[config.mk]
export PLATFORM = sky130hd
export DESIGN_NAME = receiver_voter_selector
export DESIGN_NICKNAME = d
export VERILOG_FILES = /design/src/rtl/core/rvs_pkg.sv /design/src/rtl/core/rvs_ctrl.sv /design/src/rtl/core/rvs_dp.sv /design/src/rtl/core/receiver_voter_selector.sv
export SDC_FILE = /design/constraint.sdc
export NUM_CORES = 1
export LEC_CHECK = 0
export BUFFER_PORTS_ARGS = -buffer_cell sky130_fd_sc_hd__buf_4
export CORE_ASPECT_RATIO = 0.7
export CORE_MARGIN = 2
export CORE_UTILIZATION = 58
export CTS_BUF_LIST = sky130_fd_sc_hd__clkbuf_4
export CTS_CLUSTER_SIZE = 10
export DETAILED_ROUTE_END_ITERATION = 6
export PLACE_DENSITY = 0.8
export SYNTH_ARGS = -nofsm -noshare
export SYNTH_HDL_FRONTEND = slang
export SYNTH_SLANG_ARGS = --single-unit
[constraint.sdc]
create_clock -name clk -period 8.6 [get_ports clk]
set_input_delay 1.29 -clock clk [delete_from_list [all_inputs] [get_ports clk]]
set_output_delay 1.29 -clock clk [all_outputs]
set_load 0.1 [all_outputs]
[src/rtl/core/rvs_pkg.sv]
// Package: shared types, codes and constants of the receiver voter selector.
package rvs_pkg;

  localparam int NUM_RX        = 8;
  localparam int RX_W          = $clog2(NUM_RX);
  localparam int MIN_REVOTE_MS = 100;
  localparam int MS_W          = 14;
  localparam int HYS_W         = 10;
  localparam int LVL_W         = 8;
  localparam int TMR_W         = 15;
  localparam int PROD_W        = LVL_W + HYS_W;
  localparam logic [PROD_W-1:0] STRONG_LIMIT = PROD_W'(100 * 256);
  localparam logic [HYS_W-1:0]  HYS_RESET    = HYS_W'(307);

  typedef enum logic [2:0] {
    OP_SQUELCH = 3'd0,
    OP_LEVEL   = 3'd1,
    OP_TICK    = 3'd2,
    OP_MUTE    = 3'd3,
    OP_RESET   = 3'd4
  } opcode_t;

  typedef enum logic [2:0] {
    V_MUTED     = 3'd0,
    V_IDLE      = 3'd1,
    V_VOTING    = 3'd2,
    V_RECV      = 3'd3,
    V_CLOSEWAIT = 3'd4,
    V_SWITCH    = 3'd5
  } vmode_t;

  localparam logic [1:0] MT_NONE    = 2'd0;
  localparam logic [1:0] MT_CONTENT = 2'd1;
  localparam logic [1:0] MT_FULL    = 2'd2;

  localparam logic [2:0] REG_VOTING    = 3'd0;
  localparam logic [2:0] REG_CLOSE     = 3'd1;
  localparam logic [2:0] REG_REVOTE    = 3'd2;
  localparam logic [2:0] REG_SWITCH    = 3'd3;
  localparam logic [2:0] REG_HYST      = 3'd4;

  // Commands from the controller to the datapath
  typedef struct packed {
    logic load;        // capture the input item and apply level/squelch writes
    logic scan_clr;    // start a best-receiver scan
    logic scan_step;   // examine one receiver
    logic exec;        // run the voter decision for the captured item
  } rvs_cmd_t;

  // Status from the datapath to the controller
  typedef struct packed {
    logic need_scan;   // captured item needs a full best search
    logic scan_last;   // scan pointer at the last receiver
  } rvs_sts_t;

endpackage

[src/rtl/core/rvs_ctrl.sv]
// Controller: sequences capture, optional best-receiver scan, decision and result.
module rvs_ctrl (
  input  logic            clk,
  input  logic            rst,
  input  logic            in_valid,
  output logic            in_ready,
  output logic            out_valid,
  input  logic            out_ready,
  output rvs_pkg::rvs_cmd_t cmd,
  input  rvs_pkg::rvs_sts_t sts
);

  typedef enum logic [2:0] {S_IDLE, S_LOAD, S_SCAN, S_EXEC, S_OUT} state_t;
  state_t state;

  assign in_ready  = (state == S_IDLE);
  assign out_valid = (state == S_OUT);

  always_comb begin
    cmd = '0;
    unique case (state)
      S_LOAD: begin
        cmd.scan_clr = 1'b1;
      end
      S_SCAN: cmd.scan_step = 1'b1;
      S_EXEC: cmd.exec = 1'b1;
      S_IDLE: cmd.load = in_valid;
      default: ;
    endcase
  end

  // Advance through the phases of one transfer
  always_ff @(posedge clk) begin
    if (rst) begin
      state <= S_IDLE;
    end else begin
      unique case (state)
        S_IDLE: if (in_valid) state <= S_LOAD;
        S_LOAD: state <= sts.need_scan ? S_SCAN : S_EXEC;
        S_SCAN: if (sts.scan_last) state <= S_EXEC;
        S_EXEC: state <= S_OUT;
        S_OUT:  if (out_ready) state <= S_IDLE;
        default: state <= S_IDLE;
      endcase
    end
  end

endmodule

[src/rtl/core/rvs_dp.sv]
// Datapath: receiver tables, best tracking, voter state, timer and mute masks.
module rvs_dp (
  input  logic                      clk,
  input  logic                      rst,
  input  rvs_pkg::rvs_cmd_t         cmd,
  output rvs_pkg::rvs_sts_t         sts,
  input  logic [2:0]                opcode,
  input  logic [2:0]                rx_index,
  input  logic                      squelch_open,
  input  logic [7:0]                signal_level,
  input  logic [1:0]                mute_request,
  input  logic                      cfg_we,
  input  logic [2:0]                cfg_idx,
  input  logic [31:0]               cfg_data,
  output logic [31:0]               cfg_rdata_of_idx,
  input  logic [2:0]                cfg_ridx,
  output logic [2:0]                voter_state,
  output logic                      squelch_out,
  output logic [2:0]                active_rx,
  output logic                      active_valid,
  output logic [7:0]                unmuted_mask,
  output logic [7:0]                fully_muted_mask,
  output logic [7:0]                level_out,
  output logic                      level_valid
);

  localparam int N  = rvs_pkg::NUM_RX;
  localparam int RW = rvs_pkg::RX_W;
  localparam int MASK_N = (N < 8) ? N : 8;

  // Configuration
  logic [rvs_pkg::MS_W-1:0]  voting_delay_ms, close_revote_delay_ms;
  logic [rvs_pkg::MS_W-1:0]  revote_interval_ms, switch_delay_ms;
  logic [rvs_pkg::HYS_W-1:0] hysteresis_q8;

  // State
  rvs_pkg::vmode_t mode, mode_next;
  logic [1:0]      mute_mode, mute_mode_next;
  logic [N-1:0]    rx_squelch;
  logic [7:0]      rx_level [N];
  logic [1:0]      rx_mute [N];
  logic [1:0]      rx_mute_next [N];
  logic [RW-1:0]   best_rx, current_rx, switch_target;
  logic [RW-1:0]   best_rx_next, current_rx_next, switch_target_next;
  logic            best_ok, current_ok, target_ok;
  logic            best_ok_next, current_ok_next, target_ok_next;
  logic [rvs_pkg::TMR_W-1:0] ms_timer, ms_timer_next;
  logic            timer_on, timer_on_next;

  // Captured item
  logic [2:0]    op;
  logic [RW-1:0] r;
  logic          r_ok, open, sq_changed;
  logic [7:0]    lvl;
  logic [1:0]    m;
  logic [RW-1:0] scan_ptr;
  logic [7:0]    lvl_out_next;
  logic          lvl_ok_next;

  logic          r_in_ok;
  assign r_in_ok = (32'(rx_index) < N);

  assign sts.need_scan = (op == rvs_pkg::OP_SQUELCH) && r_ok && sq_changed &&
                         (!best_ok || (r == best_rx && !open));
  assign sts.scan_last = (32'(scan_ptr) == N - 1);

  // Configuration write and read
  always_ff @(posedge clk) begin
    if (rst) begin
      voting_delay_ms       <= '0;
      close_revote_delay_ms <= '0;
      revote_interval_ms    <= '0;
      switch_delay_ms       <= '0;
      hysteresis_q8         <= rvs_pkg::HYS_RESET;
    end else if (cfg_we) begin
      unique case (cfg_idx)
        rvs_pkg::REG_VOTING: voting_delay_ms       <= cfg_data[rvs_pkg::MS_W-1:0];
        rvs_pkg::REG_CLOSE:  close_revote_delay_ms <= cfg_data[rvs_pkg::MS_W-1:0];
        rvs_pkg::REG_REVOTE: revote_interval_ms    <= cfg_data[rvs_pkg::MS_W-1:0];
        rvs_pkg::REG_SWITCH: switch_delay_ms       <= cfg_data[rvs_pkg::MS_W-1:0];
        rvs_pkg::REG_HYST:   hysteresis_q8         <= cfg_data[rvs_pkg::HYS_W-1:0];
        default: ;
      endcase
    end
  end

  always_comb begin
    unique case (cfg_ridx)
      rvs_pkg::REG_VOTING: cfg_rdata_of_idx = 32'(voting_delay_ms);
      rvs_pkg::REG_CLOSE:  cfg_rdata_of_idx = 32'(close_revote_delay_ms);
      rvs_pkg::REG_REVOTE: cfg_rdata_of_idx = 32'(revote_interval_ms);
      rvs_pkg::REG_SWITCH: cfg_rdata_of_idx = 32'(switch_delay_ms);
      rvs_pkg::REG_HYST:   cfg_rdata_of_idx = 32'(hysteresis_q8);
      default:             cfg_rdata_of_idx = '0;
    endcase
  end

  // Capture the item; store level and squelch
  always_ff @(posedge clk) begin
    if (rst) begin
      rx_squelch <= '0;
      for (int i = 0; i < N; i++) rx_level[i] <= '0;
    end else if (cmd.load) begin
      op   <= opcode;
      r    <= rx_index[RW-1:0];
      r_ok <= r_in_ok;
      open <= squelch_open;
      lvl  <= signal_level;
      m    <= mute_request;
      sq_changed <= (rx_squelch[rx_index[RW-1:0]] != squelch_open);
      if ((opcode == rvs_pkg::OP_SQUELCH || opcode == rvs_pkg::OP_LEVEL) && r_in_ok)
        rx_level[rx_index[RW-1:0]] <= signal_level;
      if (opcode == rvs_pkg::OP_SQUELCH && r_in_ok)
        rx_squelch[rx_index[RW-1:0]] <= squelch_open;
    end
  end

  // Comparisons against the hysteresis factor
  function automatic logic strong_f(input logic [7:0] l, input logic [9:0] h);
    strong_f = (rvs_pkg::PROD_W'(l) * rvs_pkg::PROD_W'(h)) > rvs_pkg::STRONG_LIMIT;
  endfunction
  function automatic logic better_f(input logic [7:0] a, input logic [7:0] b,
                                    input logic [9:0] h);
    better_f = rvs_pkg::PROD_W'({a, 8'd0}) > (rvs_pkg::PROD_W'(b) * rvs_pkg::PROD_W'(h));
  endfunction

  // Voter decision for the captured item
  always_comb begin
    logic revote_on, is_cur, exp, do_exit_leaf, do_exit_all;
    logic [1:0] setall;
    logic setall_en;
    mode_next          = mode;
    mute_mode_next     = mute_mode;
    rx_mute_next       = rx_mute;
    best_rx_next       = best_rx;
    best_ok_next       = best_ok;
    current_rx_next    = current_rx;
    current_ok_next    = current_ok;
    switch_target_next = switch_target;
    target_ok_next     = target_ok;
    ms_timer_next      = ms_timer;
    timer_on_next      = timer_on;
    lvl_out_next       = '0;
    lvl_ok_next        = 1'b0;
    revote_on = (32'(revote_interval_ms) >= rvs_pkg::MIN_REVOTE_MS);
    is_cur    = current_ok && r == current_rx;
    exp       = 1'b0;
    setall    = rvs_pkg::MT_NONE;
    setall_en = 1'b0;

    // Best-receiver maintenance (the full search ran in the scan phase)
    if (op == rvs_pkg::OP_SQUELCH && r_ok && sq_changed) begin
      if (!best_ok) begin
        if (open) begin
          best_rx_next = r;
          best_ok_next = 1'b1;
        end
      end else if (r != best_rx && open && rx_level[r] > rx_level[best_rx]) begin
        best_rx_next = r;
      end
    end else if (op == rvs_pkg::OP_LEVEL && r_ok && rx_squelch[r]) begin
      if (!best_ok || !rx_squelch[best_rx] || lvl > rx_level[best_rx]) begin
        best_rx_next = r;
        best_ok_next = 1'b1;
      end
      if (mode >= rvs_pkg::V_RECV && is_cur) begin
        lvl_out_next = lvl;
        lvl_ok_next  = 1'b1;
      end
    end else if (op == rvs_pkg::OP_TICK && timer_on) begin
      if (ms_timer <= rvs_pkg::TMR_W'(1)) begin
        timer_on_next = 1'b0;
        ms_timer_next = '0;
        exp = 1'b1;
      end else begin
        ms_timer_next = ms_timer - rvs_pkg::TMR_W'(1);
      end
    end

    // Transitions, each as a sequence of small actions
    do_exit_leaf = 1'b0;
    do_exit_all  = 1'b0;
    begin : transitions
      logic go_sel, go_idle, go_vote, go_cw, go_recv, go_sw, go_mut, chg;
      logic [RW-1:0] sel_r, chg_r;
      go_sel = 0; go_idle = 0; go_vote = 0; go_cw = 0; go_recv = 0; go_sw = 0;
      go_mut = 0; chg = 0; sel_r = best_rx_next; chg_r = best_rx_next;

      if (op == rvs_pkg::OP_SQUELCH && r_ok && sq_changed) begin
        unique case (mode)
          rvs_pkg::V_IDLE:
            if (open) begin
              if (strong_f(lvl, hysteresis_q8)) go_sel = 1; else go_vote = 1;
            end
          rvs_pkg::V_VOTING:
            if (open) begin
              if (strong_f(lvl, hysteresis_q8)) go_sel = 1;
            end else if (!best_ok_next) go_idle = 1;
          rvs_pkg::V_RECV, rvs_pkg::V_SWITCH:
            if (!open && is_cur) go_cw = 1;
          rvs_pkg::V_CLOSEWAIT:
            if (open && is_cur) go_recv = 1;
          default: ;
        endcase
      end else if (exp) begin
        unique case (mode)
          rvs_pkg::V_VOTING:
            if (best_ok) go_sel = 1; else go_idle = 1;
          rvs_pkg::V_CLOSEWAIT:
            if (best_ok) begin chg = 1; go_recv = 1; end else go_idle = 1;
          rvs_pkg::V_RECV:
            if (best_ok && best_rx != current_rx &&
                better_f(rx_level[best_rx], rx_level[current_rx], hysteresis_q8))
              go_sw = 1;
            else if (revote_on) begin
              timer_on_next = 1'b1;
              ms_timer_next = rvs_pkg::TMR_W'(revote_interval_ms);
            end
          rvs_pkg::V_SWITCH: begin
            if (target_ok && switch_target != current_rx && rx_squelch[switch_target] &&
                better_f(rx_level[switch_target], rx_level[current_rx], hysteresis_q8))
            begin
              chg = 1; chg_r = switch_target;
            end
            go_recv = 1;
          end
          default: ;
        endcase
      end else if (op == rvs_pkg::OP_MUTE && m <= rvs_pkg::MT_FULL) begin
        if (mode == rvs_pkg::V_MUTED) begin
          mute_mode_next = m;
          if (m != rvs_pkg::MT_FULL) begin
            if (best_ok) go_sel = 1; else go_idle = 1;
          end
        end else if (mode >= rvs_pkg::V_RECV && m == rvs_pkg::MT_NONE) begin
          rx_mute_next[current_rx] = rvs_pkg::MT_NONE;
          if (mode == rvs_pkg::V_SWITCH && target_ok)
            rx_mute_next[switch_target] = rvs_pkg::MT_NONE;
          mute_mode_next = rvs_pkg::MT_NONE;
        end else if (m != mute_mode) begin
          mute_mode_next = m;
          if (m == rvs_pkg::MT_NONE) begin
            setall_en = 1; setall = rvs_pkg::MT_NONE;
          end else if (m == rvs_pkg::MT_CONTENT) begin
            setall_en = 1; setall = rvs_pkg::MT_CONTENT;
          end else go_mut = 1;
        end
      end else if (op == rvs_pkg::OP_RESET) begin
        go_mut = 1;
      end

      // change_active runs before the leaf exit of go_receiving
      if (chg) begin
        rx_mute_next[current_rx] = rvs_pkg::MT_CONTENT;
        current_rx_next = chg_r;
        current_ok_next = 1'b1;
        if (mute_mode == rvs_pkg::MT_NONE) rx_mute_next[chg_r] = rvs_pkg::MT_NONE;
        if (mode == rvs_pkg::V_SWITCH) target_ok_next = 1'b0;
      end

      do_exit_all  = go_sel | go_idle | go_vote | go_mut;
      do_exit_leaf = do_exit_all | go_cw | go_recv | go_sw;
      if (do_exit_leaf) begin
        if (mode == rvs_pkg::V_SWITCH && target_ok_next)
          rx_mute_next[switch_target] = rvs_pkg::MT_CONTENT;
        target_ok_next = 1'b0;
        timer_on_next  = 1'b0;
      end
      if (do_exit_all && mode >= rvs_pkg::V_RECV) current_ok_next = 1'b0;

      if (go_mut) begin
        mode_next = rvs_pkg::V_MUTED;
        setall_en = 1; setall = rvs_pkg::MT_FULL;
      end
      if (go_idle) begin
        mode_next = rvs_pkg::V_IDLE;
        if (mute_mode_next == rvs_pkg::MT_NONE) begin
          setall_en = 1; setall = rvs_pkg::MT_NONE;
        end
      end
      if (go_vote) begin
        mode_next     = rvs_pkg::V_VOTING;
        timer_on_next = 1'b1;
        ms_timer_next = rvs_pkg::TMR_W'(voting_delay_ms);
      end
      if (go_cw) begin
        mode_next     = rvs_pkg::V_CLOSEWAIT;
        timer_on_next = 1'b1;
        ms_timer_next = rvs_pkg::TMR_W'(close_revote_delay_ms);
      end
      if (go_sw) begin
        mode_next          = rvs_pkg::V_SWITCH;
        timer_on_next      = 1'b1;
        ms_timer_next      = rvs_pkg::TMR_W'(switch_delay_ms);
        switch_target_next = best_rx;
        target_ok_next     = 1'b1;
        if (mute_mode == rvs_pkg::MT_NONE) rx_mute_next[best_rx] = rvs_pkg::MT_NONE;
      end
      if (setall_en) begin
        for (int i = 0; i < N; i++) rx_mute_next[i] = setall;
      end
      if (go_sel) begin
        current_rx_next = sel_r;
        current_ok_next = 1'b1;
        for (int i = 0; i < N; i++) rx_mute_next[i] = rvs_pkg::MT_CONTENT;
        if (mute_mode_next != rvs_pkg::MT_CONTENT) rx_mute_next[sel_r] = rvs_pkg::MT_NONE;
      end
      if (go_sel || go_recv) begin
        mode_next = rvs_pkg::V_RECV;
        if (revote_on) begin
          timer_on_next = 1'b1;
          ms_timer_next = rvs_pkg::TMR_W'(revote_interval_ms);
        end
      end
    end
  end

  // Hold voter state; walk receivers during a scan; commit on decision
  always_ff @(posedge clk) begin
    if (rst) begin
      mode        <= rvs_pkg::V_MUTED;
      mute_mode   <= rvs_pkg::MT_FULL;
      for (int i = 0; i < N; i++) rx_mute[i] <= rvs_pkg::MT_FULL;
      best_rx     <= '0;
      best_ok     <= 1'b0;
      current_rx  <= '0;
      current_ok  <= 1'b0;
      switch_target <= '0;
      target_ok   <= 1'b0;
      ms_timer    <= '0;
      timer_on    <= 1'b0;
      scan_ptr    <= '0;
      level_out   <= '0;
      level_valid <= 1'b0;
    end else if (cmd.scan_clr) begin
      scan_ptr <= '0;
      if (sts.need_scan) best_ok <= 1'b0;
    end else if (cmd.scan_step) begin
      if (rx_squelch[scan_ptr] && (!best_ok || rx_level[scan_ptr] > rx_level[best_rx])) begin
        best_rx <= scan_ptr;
        best_ok <= 1'b1;
      end
      scan_ptr <= scan_ptr + RW'(1);
    end else if (cmd.exec) begin
      mode          <= mode_next;
      mute_mode     <= mute_mode_next;
      rx_mute       <= rx_mute_next;
      best_rx       <= best_rx_next;
      best_ok       <= best_ok_next;
      current_rx    <= current_rx_next;
      current_ok    <= current_ok_next;
      switch_target <= switch_target_next;
      target_ok     <= target_ok_next;
      ms_timer      <= ms_timer_next;
      timer_on      <= timer_on_next;
      level_out     <= lvl_out_next;
      level_valid   <= lvl_ok_next;
    end
  end

  // Present result fields
  always_comb begin
    voter_state  = mode;
    squelch_out  = (mode >= rvs_pkg::V_RECV);
    active_valid = current_ok && squelch_out;
    active_rx    = active_valid ? 3'(current_rx) : 3'd0;
    unmuted_mask     = '0;
    fully_muted_mask = '0;
    for (int i = 0; i < MASK_N; i++) begin
      unmuted_mask[i]     = (rx_mute[i] == rvs_pkg::MT_NONE);
      fully_muted_mask[i] = (rx_mute[i] == rvs_pkg::MT_FULL);
    end
  end

endmodule

[src/rtl/core/receiver_voter_selector.sv]
// Top level of the receiver voter selector: controller, datapath and APB port.
//
//   channel   direction  handshake              payload
//   in        sink       in_valid / in_ready    opcode rx_index squelch_open signal_level
//                                               mute_request
//   out       source     out_valid / out_ready  voter_state .. level_valid
//   apb       slave      psel penable pwrite    paddr pwdata prdata (pready high)
//
// A result is valid once the input transfer has passed the load and exec states
// (and the scan state where needed); the next input transfer is accepted only
// after the result is taken in the out state. The scan state comes in when the
// best-receiver search walks every receiver (squelch open on an empty set or
// close of the best receiver); the search examines one receiver a cycle.
// A result holds until out_ready; no new item enters until it is taken.
// Reset (rst, synchronous) gives voter muted, all receivers fully muted.
module receiver_voter_selector (
  input  logic        clk,
  input  logic        rst,
  input  logic        in_valid,
  output logic        in_ready,
  input  logic [2:0]  opcode,
  input  logic [2:0]  rx_index,
  input  logic        squelch_open,
  input  logic [7:0]  signal_level,
  input  logic [1:0]  mute_request,
  output logic        out_valid,
  input  logic        out_ready,
  output logic [2:0]  voter_state,
  output logic        squelch_out,
  output logic [2:0]  active_rx,
  output logic        active_valid,
  output logic [7:0]  unmuted_mask,
  output logic [7:0]  fully_muted_mask,
  output logic [7:0]  level_out,
  output logic        level_valid,
  input  logic        psel,
  input  logic        penable,
  input  logic        pwrite,
  input  logic [4:0]  paddr,
  input  logic [31:0] pwdata,
  output logic [31:0] prdata,
  output logic        pready
);

  rvs_pkg::rvs_cmd_t cmd;
  rvs_pkg::rvs_sts_t sts;
  logic              cfg_we;

  assign pready = 1'b1;
  assign cfg_we = psel && penable && pwrite;

  rvs_ctrl u_ctrl (
    .clk, .rst, .in_valid, .in_ready, .out_valid, .out_ready, .cmd, .sts
  );

  rvs_dp u_dp (
    .clk, .rst, .cmd, .sts,
    .opcode, .rx_index, .squelch_open, .signal_level, .mute_request,
    .cfg_we, .cfg_idx(paddr[4:2]), .cfg_data(pwdata),
    .cfg_rdata_of_idx(prdata), .cfg_ridx(paddr[4:2]),
    .voter_state, .squelch_out, .active_rx, .active_valid,
    .unmuted_mask, .fully_muted_mask, .level_out, .level_valid
  );

endmodule

==> results by group, run 1 <==
Global route
  • First-pass GRT wire length: 100000 µm
  • GR Overflow Total: 0
  • Largest net degree at the start of global routing: 96
  • Gr busiest metal: met2
  • Vias in the first global route: 18300
  • Met3 Use GR: 0.0915
  • Met2 Usage GRT: 0.493
  • Met1 Resource Use GR: 0.476
  • Antenna violations before repair: 3
  • All-Layer GR Usage: 0.335

Cells and area
  • Design area: 0.0230 mm²
  • Layout cells sized above 1: 0.172
  • Final core utilization: 0.641
  • Fillers: 2966
  • Layout area overhead: 8.91%
  • Nets: 2640
  • Most frequent cells in the layout: 216 x nand2_1, 179 x nor2_1, 160 x inv_1
  • Leading cell type in the layout, fill and taps excluded: nand2_1
  • Non-Filler Instances: 2896

Detailed routing
  • Avg WL per Cell: 22.0 µm
  • Drt pass-1 iters: 6
  • Drc violations: 0
  • Post-DRT Antenna Nets: 0
  • Number of DRC markers in iteration 0: 2494
  • WL final: 63700 µm
  • Vias/cell: 6.52
  • Routed vias: 18900

Worst setup path
  • CP max-delay cell: nor3b_2
  • Crit Path Max Fanout: 13
  • Crit. End Element: register
  • Most Frequent Cell on Critical Path: fa_1
  • Startpoint types: register
  • Max stage delay on crit path: 0.59 ns
  • CP Class: register to register
  • Worst EP arrival: 8.87 ns
  • WP data required: 9.27 ns

STA
  • Slew margin rel.: 0.192
  • Final Cycle Share: 0.953
  • Worst Skew: 0.0861 ns
  • Slew @ Worst Pin: 1.21 ns
  • Max-slew violation count: 0
  • Crit path time final: 8.20 ns
  • Setup repair after global routing missed its margin: yes
  • Total negative setup slack: 0 ns
  • Final hold violations: 0
  • Fmax: 0.122 GHz
  • Final setup violation count: 0

Yosys
  • Netlist Area Pre-Place: 0.0212 mm²
  • Synth Instances: 2315
  • Sequential area share after synthesis: 0.261
  • Syn avg cell area: 9.14 µm²
  • Synth Register Bits: 235
  • Synth warn: 0
  • Ys async rst share: 0
  • Number of flops mapped to enable cells by yosys: 82
  • Distinct cells, synth: 96
  • Post-synth top flop: dfxtp_1

Die
  • Die area: 0.0380 mm²
  • Die Wd: 232 µm
  • Num rows: 58
  • Initial Util: 0.589
  • Ports: 129
  • Die height: 164 µm
  • Core ar.: 0.0359 mm²

Place
  • Port buffer count: 89
  • Post-placement cell area: 0.0221 mm²
  • Placed Cells: 2783
  • Post-DP HPWL: 46300 µm
  • GP Congestion: 0.966

Run status
  • Status: finished, final reports clean

CTS
  • CTS Sinks: 235
  • Clock edge transition at the registers on the reported setup and hold paths: 0.08 ns
  • Cts hold-fix bufs: 0
  • Clk buf depth: 3
  • CTS tree: done
  • Clock Latency Late Sink: 0.80 ns
  • CTS Buf Count: 58
  • H-Tree Depth: 2
  • Root Buffer: clkbuf_4

Pwr
  • Max IR drop VDD: 107 µV
  • Pleak: 9.22 nW
  • Pwr/cell area: 155 mW/mm²
  • Net Sw Frac: 0.380
  • NetSw: 1.35 mW
  • Final Power: 3.57 mW
  • Clock network power share: 0.292
  • Reg power frac: 0.357
  • Comb pwr share: 0.351
  • Internal: 2.21 mW

Worst hold path
  • Worst hold path class: register to register

Job
  • Max-cap violations: 0
## logic make-up (layout without fill, tap and decap cells)
| group | count (synthesis) | after routing | share of synthesized area |
|---|---|---|---|
| buffers and inverters | 318 | 399 | 0.0605 |
| adders and majority gates | 214 | 214 | 0.160 |
| muxes | 208 | 208 | 0.155 |
| AOI/OAI and AO/OA | 429 | 429 | 0.135 |
| other | 2 | 22 | 0.000355 |
| DFF | 235 | 235 | 0.261 |
| and+or+nand+nor | 869 | 869 | 0.211 |
| xor gates and xnor gates | 40 | 40 | 0.0166 |
## power groups by stage
| stage | registers (mW) | clock network, mW | logic [mW] |
|---|---|---|---|
| 4_1_cts | 1.27 | 1.05 | 1.22 |
| 3_5_place_dp | 1.29 | 0 | 1.21 |
| 6_report | 1.27 | 1.04 | 1.25 |
| 2_1_floorplan | 1.24 | 0 | 0.983 |
| 5_1_grt | 1.28 | 1.11 | 1.37 |
| 3_3_place_gp | 1.29 | 0 | 1.16 |
## Yosys cell counts, types with 82 or more instances
library cell	n	area, µm²
inv_1	160	601
dfxtp_1	153	3060
nand2_1	216	811
clkbuf_1	114	428
and2_1	119	744
nor2b_1	91	569
fa_1	96	1920
edfxtp_1	82	2460
nor2_1	180	676
a21oi_1	140	701
ha_1	116	1450
mux4_2	91	2050
## final timing paths
check                                      from                             to  slack (ns)  cells after the start
setup / recovery                       register               u_dp.rx_mute[13]        0.40                     29
setup reg to reg                       register               u_dp.rx_mute[13]        0.40                     29
hold reg to reg   u_dp.close_revote_delay_ms[1]  u_dp.close_revote_delay_ms[1]        0.48                      2
hold / removal    u_dp.close_revote_delay_ms[1]  u_dp.close_revote_delay_ms[1]        0.48                      2
## repair_timing
item	in CTS	in global routing
setup buffers	0	4
hold endpoints to repair	0	0
resized for setup	0	12
setup endpoints to repair	0	35
## metal layers
metal | share of wire | vias to the layer above
met4 | 0.030 | 2
li1 | - | 8352
met2 | 0.43 | 1248
met3 | 0.13 | 163
met1 | 0.41 | 9103
met5 | 0.00019 | -
## critical path: cells and delay by family (launching register included)
kind,cells,cell delay (ns)
muxes,2,0.90
buffers and inverters,4,0.57
xor gates and xnor gates,1,0.30
DFF,1,0.33
and+or+nand+nor,7,1.49
adders and majority gates,6,2.49
AOI/OAI and AO/OA,9,1.99
## metrics by stage
stage          setup WS [ns]  hold slack [ns]
3_3_place_gp           0.464            0.456
3_5_place_dp           0.343            0.462
4_1_cts                0.264            0.473
6_report               0.401            0.476
5_1_grt              0.00242            0.490
2_1_floorplan          0.365            0.446
## state kept, by name (all words and copies together), names as in the netlist, 2 cells and up, named ones only
register	count
u_dp.rx_squelch	8
u_dp.switch_delay_ms	14
u_dp.current_rx	3
u_dp.scan_ptr	3
u_dp.m	2
u_dp.ms_timer	15
u_dp.switch_target	3
u_dp.voting_delay_ms	14
u_dp.op	3
u_dp.close_revote_delay_ms	14
u_ctrl.state	3
u_dp.mute_mode	2
u_dp.voter_state	3
u_dp.hysteresis_q8	10
u_dp.r	3
u_dp.rx_level	64
u_dp.lvl	8
u_dp.rx_mute	16
u_dp.revote_interval_ms	14
u_dp.best_rx	3
u_dp.level_out	8
## cell type report
class	count	area (µm²)	share of cell area
well taps	480	601	0.0261
diodes	3	7.51	0.000326
clock inverters	24	181	0.00788
clock buffers	82	616	0.0267
flip-flops and latches	235	5530	0.240
multi-input cells	1779	14500	0.629
repair buffers	133	1010	0.0437
inverters	160	601	0.0261
Power figures use the tool's default switching activity.
==> run 2: changes to the inputs <==
--- a/config.mk
+++ b/config.mk
@@ -13,6 +13,7 @@
 export CTS_CLUSTER_SIZE = 10
 export DETAILED_ROUTE_END_ITERATION = 6
 export PLACE_DENSITY = 0.8
+export REMOVE_ABC_BUFFERS = 1
 export SYNTH_ARGS = -nofsm -noshare
 export SYNTH_HDL_FRONTEND = slang
 export SYNTH_SLANG_ARGS = --single-unit
==> run 2 against run 1 <==
  * The run now ends with DRC left
  * Critical path type unchanged
  * Largest power group unchanged
  * Largest cell class unchanged
  * Combinational power about the same
  * Clock power down 7%
  * Sequential share of layout area about the same
  * Sequential power about the same
  * Design area about the same
  * Power down 2.4%
  * Clock-buffer cell count up 7
  * Worst hold slack worse by 0.0031 ns
  * Core utilization down 0.056 points
  * First-iteration DRC count down 9.9%
==> results by group, run 2 (synthesized netlist as in run 1, its figures left out) <==
CTS
  • H-Tree Depth: 2
  • CTS Sinks: 235
  • Root Buffer: clkbuf_4
  • Cts hold-fix bufs: 0
  • CTS Buf Count: 58
  • Clock Latency Late Sink: 0.79 ns
  • Clock edge transition at the registers on the reported setup and hold paths: 0.07 ns
  • CTS tree: done
  • Clk buf depth: 3

Global route
  • All-Layer GR Usage: 0.333
  • Antenna violations before repair: 3
  • Largest net degree at the start of global routing: 104
  • Vias in the first global route: 18400
  • First-pass GRT wire length: 98900 µm
  • GR Overflow Total: 0

Detailed routing
  • Drt pass-1 iters: 7
  • Avg WL per Cell: 22.0 µm
  • Post-DRT Antenna Nets: 0
  • Vias/cell: 6.51
  • Number of DRC markers in iteration 0: 2248
  • WL final: 63700 µm
  • Drc violations: 2
  • Routed vias: 18900

Run status
  • Failing checks: DRC
  • Status: finished, violations left

Worst setup path
  • WP data required: 9.27 ns
  • CP Class: register to register
  • Most Frequent Cell on Critical Path: fa_1
  • Worst EP arrival: 9.01 ns
  • Crit. End Element: register
  • Crit Path Max Fanout: 16
  • CP max-delay cell: mux4_2
  • Max stage delay on crit path: 0.57 ns
  • R2R depth: 31
  • Startpoint types: register

Cells and area
  • Non-Filler Instances: 2898
  • Max reg flops: 64
  • Final core utilization: 0.641
  • Fillers: 2942
  • Register area: 0.00553 mm²
  • Layout area overhead: 8.81%
  • Most frequent cells in the layout: 216 x nand2_1, 179 x nor2_1, 160 x inv_1
  • Most flops, register: u_dp.rx_level
  • Layout cells sized above 1: 0.175
  • Multi-input gate area: 0.0145 mm²
  • Largest regs: u_dp.rx_level: 64 flops, u_dp.rx_mute: 16 flops, u_dp.ms_timer: 15 flops
  • Leading cell type in the layout, fill and taps excluded: nand2_1
  • Nets: 2644

Pwr
  • Max IR drop VDD: 121 µV
  • Pwr/cell area: 151 mW/mm²
  • Pleak: 9.22 nW

STA
  • Worst Skew: 0.0905 ns
  • Final setup violation count: 0
  • Crit path time final: 8.34 ns
  • Final Cycle Share: 0.970
  • Fmax: 0.120 GHz
  • Slew @ Worst Pin: 1.28 ns
  • Max-slew violation count: 0
  • Slew margin rel.: 0.137
  • Final hold violations: 0

Die
  • Initial Util: 0.589
  • Die area: 0.0380 mm²
  • Die height: 164 µm
  • Ports: 129
  • Num rows: 58
  • Die Wd: 232 µm
  • Core ar.: 0.0359 mm²

Place
  • Post-DP HPWL: 47000 µm
  • Placed Cells: 2788
  • GP Congestion: 0.984
  • Port buffer count: 89

Worst hold path
  • WHS Path Cells: 2
  • Worst hold path class: register to register

Job
  • Max-cap violations: 0
==> run 2: per-stage QoR <==
stage / setup TNS [ns] / area, µm² / power (mW) / hold WS, ns / setup WS, ns
6_report: 0 / 23000 / 3.48 / 0.473 / 0.258
5_1_grt: -0.000375 / 23000 / 3.67 / 0.496 / -0.000375
4_1_cts: 0 / 22900 / 3.46 / 0.471 / 0.116
3_5_place_dp: 0 / 22200 / 2.51 / 0.462 / 0.150
3_3_place_gp: 0 / 22200 / 2.45 / 0.457 / 0.346
2_1_floorplan: 0 / 20500 / 2.19 / 0.439 / 0.271
==> run 2: path summary, 6_finish.rpt <==
kind | from | endpoint | slack, ns
max | register | u_dp.rx_mute[0] | 0.26
min | u_dp.close_revote_delay_ms[4] | u_dp.close_revote_delay_ms[4] | 0.47
max reg2reg | register | u_dp.rx_mute[0] | 0.26
min reg2reg | u_dp.close_revote_delay_ms[4] | u_dp.close_revote_delay_ms[4] | 0.47
==> run 2: worst max-delay path: cells and delay by family, from the launching register on <==
family,cells,cell delay [ns]
AOI/OAI and AO/OA,9,1.78
buffers and inverters,5,0.55
xor gates and xnor gates,1,0.28
adders and majority gates,7,2.99
DFF,1,0.37
and+or+nand+nor,7,1.48
muxes,2,0.79
==> run 2: routing by layer <==
metal,wire length (µm),vias up,global-route usage
li1,-,8360,-
met1,25100,9100,0.446
met2,27900,1225,0.500
met3,8790,176,0.119
met4,1970,0,0.119
met5,0,-,0
==> run 2: final cells by class <==
type | instances | area share
multi-input cells | 1779 | 0.629
inverters | 160 | 0.0261
clock buffers | 89 | 0.0290
diodes | 3 | 0.000326
flip-flops and latches | 235 | 0.240
well taps | 480 | 0.0261
clock inverters | 15 | 0.00299
repair buffers | 137 | 0.0459
==> run 2: timing repair <==
item,CTS,global route
resized for setup,0,11
setup endpoints to repair,0,24
buffers inserted,0,3
==> run 2: where the power goes <==
| group | internal [mW] | switching (mW) | leakage [nW] |
|---|---|---|---|
| Combinational | 0.491 | 0.761 | 6.72 |
| Sequential | 1.19 | 0.0762 | 2.06 |
| Clock | 0.471 | 0.491 | 0.442 |
